File: src/rtl/core/sri_pkg.sv
// Package for the stepper ramp interval generator.
// Holds field widths, register indexes, reset values and the controller/datapath structs.
// No dependencies.
package sri_pkg;

	localparam int DIST_W    = 32;
	localparam int CFG_W     = 24;
	localparam int CFG_IDX_W = 4;

	localparam logic [CFG_IDX_W-1:0] REG_START_INTERVAL = CFG_IDX_W'(0);
	localparam logic [CFG_IDX_W-1:0] REG_MIN_INTERVAL   = CFG_IDX_W'(1);

	localparam logic [CFG_W-1:0] START_INTERVAL_RESET = CFG_W'(39028);
	localparam logic [CFG_W-1:0] MIN_INTERVAL_RESET   = CFG_W'(1000);

	// Input item and configuration write payloads.
	typedef struct packed {
		logic signed [DIST_W-1:0] distance_to_go;
	} req_t;

	typedef struct packed {
		logic [CFG_IDX_W-1:0] index;
		logic [CFG_W-1:0]     wdata;
	} cfg_wr_t;

	// Commands from the controller to the datapath.
	typedef struct packed {
		logic load;       // capture the accepted distance
		logic adjust;     // work out the adjusted ramp counter
		logic div_start;  // set up the divider
		logic div_step;   // one restoring division step
		logic commit;     // update state and the output register
	} dp_cmd_t;

	// Status from the datapath to the controller.
	typedef struct packed {
		logic dist_zero;
		logic n_zero;
	} dp_status_t;

endpackage

File: src/rtl/core/sri_controller.sv
// Controller of the stepper ramp interval generator: sequences accept, adjust,
// divider set-up, division steps and commit. Uses sri_pkg.
module sri_controller #(
	parameter int INTERVAL_BITS = 24
) (
	input  logic                clk,
	input  logic                arst_n,
	input  logic                in_valid,
	output logic                in_ready,
	output logic                out_valid,
	input  logic                out_ready,
	input  sri_pkg::dp_status_t status,
	output sri_pkg::dp_cmd_t    cmd
);
	import sri_pkg::*;

	localparam int STEP_W = $clog2(INTERVAL_BITS + 1);
	localparam logic [STEP_W-1:0] LAST_STEP = STEP_W'(INTERVAL_BITS);

	typedef enum logic [2:0] {
		S_IDLE,
		S_ADJ,
		S_SETUP,
		S_DIV,
		S_FIN
	} state_t;

	state_t            state_q;
	logic [STEP_W-1:0] step_q;
	logic              out_free;

	assign out_free = !out_valid || out_ready;
	assign in_ready = (state_q == S_IDLE);

	always_comb begin
		cmd           = '0;
		cmd.load      = in_valid && in_ready;
		cmd.adjust    = (state_q == S_ADJ);
		cmd.div_start = (state_q == S_SETUP);
		cmd.div_step  = (state_q == S_DIV);
		cmd.commit    = (state_q == S_FIN) && out_free;
	end

	always_ff @(posedge clk or negedge arst_n) begin
		if (!arst_n) begin
			state_q   <= S_IDLE;
			step_q    <= '0;
			out_valid <= 1'b0;
		end else begin
			// A commit in the same cycle refills the output register, so valid stays high.
			if (out_valid && out_ready && !cmd.commit) begin
				out_valid <= 1'b0;
			end
			unique case (state_q)
				S_IDLE: begin
					if (in_valid) begin
						state_q <= S_ADJ;
					end
				end
				S_ADJ: begin
					state_q <= S_SETUP;
				end
				S_SETUP: begin
					step_q <= '0;
					if (status.dist_zero || status.n_zero) begin
						state_q <= S_FIN;
					end else begin
						state_q <= S_DIV;
					end
				end
				S_DIV: begin
					step_q <= step_q + STEP_W'(1);
					if (step_q == LAST_STEP) begin
						state_q <= S_FIN;
					end
				end
				S_FIN: begin
					if (out_free) begin
						out_valid <= 1'b1;
						state_q   <= S_IDLE;
					end
				end
				default: begin
					state_q <= S_IDLE;
				end
			endcase
		end
	end

endmodule
File: config.mk
export PLATFORM = sky130hd
export DESIGN_NAME = sri_controller
export DESIGN_NICKNAME = d
export VERILOG_FILES = /design/src/rtl/core/sri_pkg.sv /design/src/rtl/core/sri_controller.sv
export SDC_FILE = /design/constraint.sdc
export NUM_CORES = 1
export LEC_CHECK = 0
export ABC_AREA = 1
export BUFFER_PORTS_ARGS = -buffer_cell sky130_fd_sc_hd__buf_4
export CAP_MARGIN = 40
export CORE_UTILIZATION = 35
export DETAILED_ROUTE_END_ITERATION = 6
export GPL_TIMING_DRIVEN = 0
export PLACE_DENSITY = 0.59
export SLEW_MARGIN = 20
export SYNTH_ARGS = -nofsm -noshare
export SYNTH_HDL_FRONTEND = slang
export SYNTH_SLANG_ARGS = --single-unit
File: constraint.sdc
create_clock -name clk -period 1.2 [get_ports clk]
set_input_delay 0.12 -clock clk [delete_from_list [all_inputs] [get_ports clk]]
set_output_delay 0.12 -clock clk [all_outputs]
set_load 0.05 [all_outputs]
== Word-level counts from Yosys, hierarchy flattened ==
Index checks and enable logic that the tools add are counted.
Cells by class
  mux-type cells: 9
  reduce and logical (&&, ||, !) cells: 11
  $add $sub $neg: 1
  equal/unequal tests: 8
Operator list (number)
  $pmux 3 s5: 1
  $mux 3: 4
  $pmux 5 s2: 1
  $eq 3x2->1 const B: 2
  $add 5x1->5 const B: 1
  $eq 5x5->1 const B: 1
  $logic_and 1x1->1: 4
  $ne 2x2->1 const B: 2
  $eq 3x1->1 const B: 1
  $eq 3x3->1 const B: 1
  $logic_not 3->1: 1
  $mux 1: 3
  $reduce_and 3->1: 1
  $logic_not 1->1: 2
  $logic_or 1x1->1: 2
  $ne 2x1->1 const B: 1
  $reduce_bool 2->1: 1
Storage, ports and cells
  output and inout port bits: 7
  input port bits: 6
  register bits: 9

== Depth between registers and ports, before layout ==
  depth after elaboration: 8
  depth in mapped cells: 6

== Worst setup path after synthesis ==
OpenSTA, ideal clock, no wires.
  path type: register to output
  from: register out_valid
  to: output cmd[0] (netlist name)
  required time: 1080 ps
  arrival time: 1382 ps
  path slack: -302 ps
  cell stages (with the launch flop): 4
  buffers on the path: 0
  cells stage by stage: dfrtp_1 inv_1 nor2_1 nor2_1
RTL lines
  from (decl): RTL line sri_controller.sv:10  | output logic out_valid,
  from (signal assigned): RTL line sri_controller.sv:48  | out_valid <= 1'b0;
  from (signal assigned): RTL line sri_controller.sv:52  | out_valid <= 1'b0;
  from (signal assigned): RTL line sri_controller.sv:79  | out_valid <= 1'b1;
  to (decl): RTL line sri_controller.sv:13  | output sri_pkg::dp_cmd_t cmd

==> results.json <==
{
  "hold_path_depth": 2,
  "synth_area_per_cell_sq_um": 8.309,
  "regArea_sq_um": 229.0,
  "synth_cells": 64,
  "grt_overflow": 0,
  "slowest_delay_ns": 0.44,
  "fp.dieH_um": 40.98,
  "grt_pass1_vias": 444,
  "ant_nets": 0,
  "dp_cells": 91,
  "fillers": 104,
  "max-clock-path-buffers": 2,
  "grt_use_total_pct": 20.93,
  "leakage_nw": 0.4317,
  "avgRoutedWirePerCell_um": 12.28,
  "stdcell_count": 109,
  "r2r_slack_ns": 0.05,
  "dp_hpwl_um": 760.9,
  "synth_cell_type_count": 20,
  "required_ns": 1.08,
  "p_per_area_nw_per_um2": 2697,
  "drt-pass1-iter-count": 4,
  "io_pins": 13,
  "io_buffers": 12,
  "skew_ns": 0.01449,
  "drv_cap": 0,
  "fin_ws_ns": -0.1254,
  "whs_ns": 0.03675,
  "routabilityCongestion": 0.7572,
  "num_vias": 509,
  "rows": 13,
  "min_from": "out_ready",
  "busiest_layer": "met2",
  "ys_warn_count": 0,
  "grt_use_met2_pct": 28.91,
  "crit_top_cell": "nor2_4",
  "multi_input_comb_area_sq_um": 345.3,
  "synth_top_area_share_pct": 42.35,
  "cts_buffers": 3,
  "slew_viol_final": 0,
  "relSlewSlack_pct": 88.41,
  "worstPathArrival_ns": 1.21,
  "synth_seq_cells": 9,
  "path_max_fanout": 4,
  "synth_most_common_cell": "nand2_1",
  "drive_above_1_share_pct": 58.51,
  "gr-usage-met3_pct": 9.783,
  "worst_pin_slew_ns": 0.1732,
  "slowest_stage": "dfrtp_2",
  "drt_iter0_drc": 4,
  "yosysSeqAreaShare_pct": 42.35,
  "grt_pass1_wl_mm": 2.083,
  "drc": 0,
  "grt_max_degree": 10,
  "rsz0062_at_grt": "true",
  "min_path_type": "in2reg",
  "violations": "negative setup slack",
  "antenna_found_initial": 0,
  "clock-sinks": 9,
  "ys_top_cells_by_area": "dfrtp_1 42%, nand2_1 7.8%, nor2_2 7.1%",
  "ir_worst_vdd_v": 0.001724,
  "cp_cell_sequence": "nor2_4 -> nand2_4 -> nor2_4 -> buf_6",
  "gr-usage-met1_pct": 26.00,
  "ys.flop_type": "dfrtp_1",
  "max_freq_ghz": 0.7545,
  "syn-num-nets": 72,
  "synth_edf_count": 0,
  "worstRegToRegCells": 6,
  "finalSetupViolations": 6,
  "path_clk_slew_ns": 0.07,
  "synth_top_cell_by_area": "dfrtp_1",
  "cts_tree": "built",
  "avgViaCountPerCell": 4.670,
  "syn_area_sq_um": 531.8,
  "crit_path_start": "state_q[1]$_DFFE_PN0P_",
  "status": "complete, but fails checks",
  "fin_crit_sh_pct": 110.5,
  "async_flop_share_pct": 100.0,
  "clock_latency_ns": 0.27,
  "dieArea_sq_um": 1679,
  "cts_max_level": 1,
  "die_x_um": 40.98,
  "min_period_ns": 1.325,
  "timing.rr.start": "state_q[2]$_DFFE_PN0P_",
  "synthTopCellsByCount": "11 x nand2_1, 9 x dfrtp_1, 9 x inv_1",
  "finalWirelength_mm": 1.339,
  "nets": 103,
  "hold_violations": 0,
  "fin_util_pct": 67.84,
  "critPathKind": "reg2out",
  "num_antenna_cells": 0,
  "clockRootBuffer": "clkbuf_4",
  "critPathLaunchType": "flop",
  "worstSetupEndpointType": "output port",
  "initial_core_util_pct": 39.39,
  "syn_to_final_growth_pct": 72.24,
  "coreArea_sq_um": 1350
}
## what timing repair did
action,4_1_cts,5_1_grt
pin swaps,3,7
hold endpoints to repair,9,0
setup buffers,9,4
hold buffers,1,0
resized for setup,14,13
endpoints found under the setup margin,6,11
## metrics by stage
stage / worst slack (ns) / power (mW) / cell area, sq um / TNS [ns]
6_report: -0.1254 / 2.470 / 915.9 / -0.5039
5_1_grt: -0.1973 / 2.632 / 915.9 / -0.8636
4_1_cts: -0.1255 / 2.276 / 824.5 / -0.6434
3_5_place_dp: -0.04075 / 1.633 / 660.6 / -0.05691
3_3_place_gp: -0.04262 / 1.628 / 660.6 / -0.06516
2_1_floorplan: -0.08404 / 1.374 / 551.8 / -0.1197
## layout by cell type (no fill, tap or decap), types with 4 or more instances in the layout
cell and instances:
dfrtp_1 6, inv_1 9, buf_4 18, nor2_2 4, nand2_1 8, nand3_1 4
nor2_4 6
## state kept, by name, indices dropped and copies added, names as in the netlist
register and flops:
out_valid 1, state_q 3, step_q 5
## cells by family after synthesis
kind of cell	count (synthesis)	synth area share [%]
simple gates	31	31.06
buf+inv	12	8.705
flops	9	42.35
compound gates	7	8.235
xor+xnor	3	4.942
fa+ha+maj	2	4.705
## cell type report
type	instances	share of cell area, %
flip-flops and latches	9	25.00
multi-input cells	43	37.70
repair buffers	26	26.64
inverters	12	5.738
well taps	15	2.049
clock buffers	4	2.869
## report_power, final
part           internal, mW  leakage (nW)  switching (mW)
registers             0.420         0.116           0.139
clock network         0.128        0.0150           0.110
logic                 0.729         0.301           0.944
## worst max-delay path, delay by kind of cell, from the launching register on
family / cells / cell delay, ns
buf+inv: 1 / 0.16
flops: 1 / 0.44
simple gates: 3 / 0.35
## per-layer routing
metal,vias up,routed length [um]
met5,-,0
met4,0,29
met1,230,603
met3,4,54
li1,261,-
met2,14,650
## path summary, 6_finish.rpt
check | endpoint
worst max-delay path | cmd[4]
worst min-delay path | out_valid$_DFF_PN0_
worst max register to register | step_q[4]$_DFFE_PN0P_
worst min register to register | out_valid$_DFF_PN0_
max in group asynchronous | state_q[0]$_DFFE_PN0P_
min in group asynchronous | step_q[1]$_DFFE_PN0P_
No activity file was read; power rests on OpenSTA's default activity.
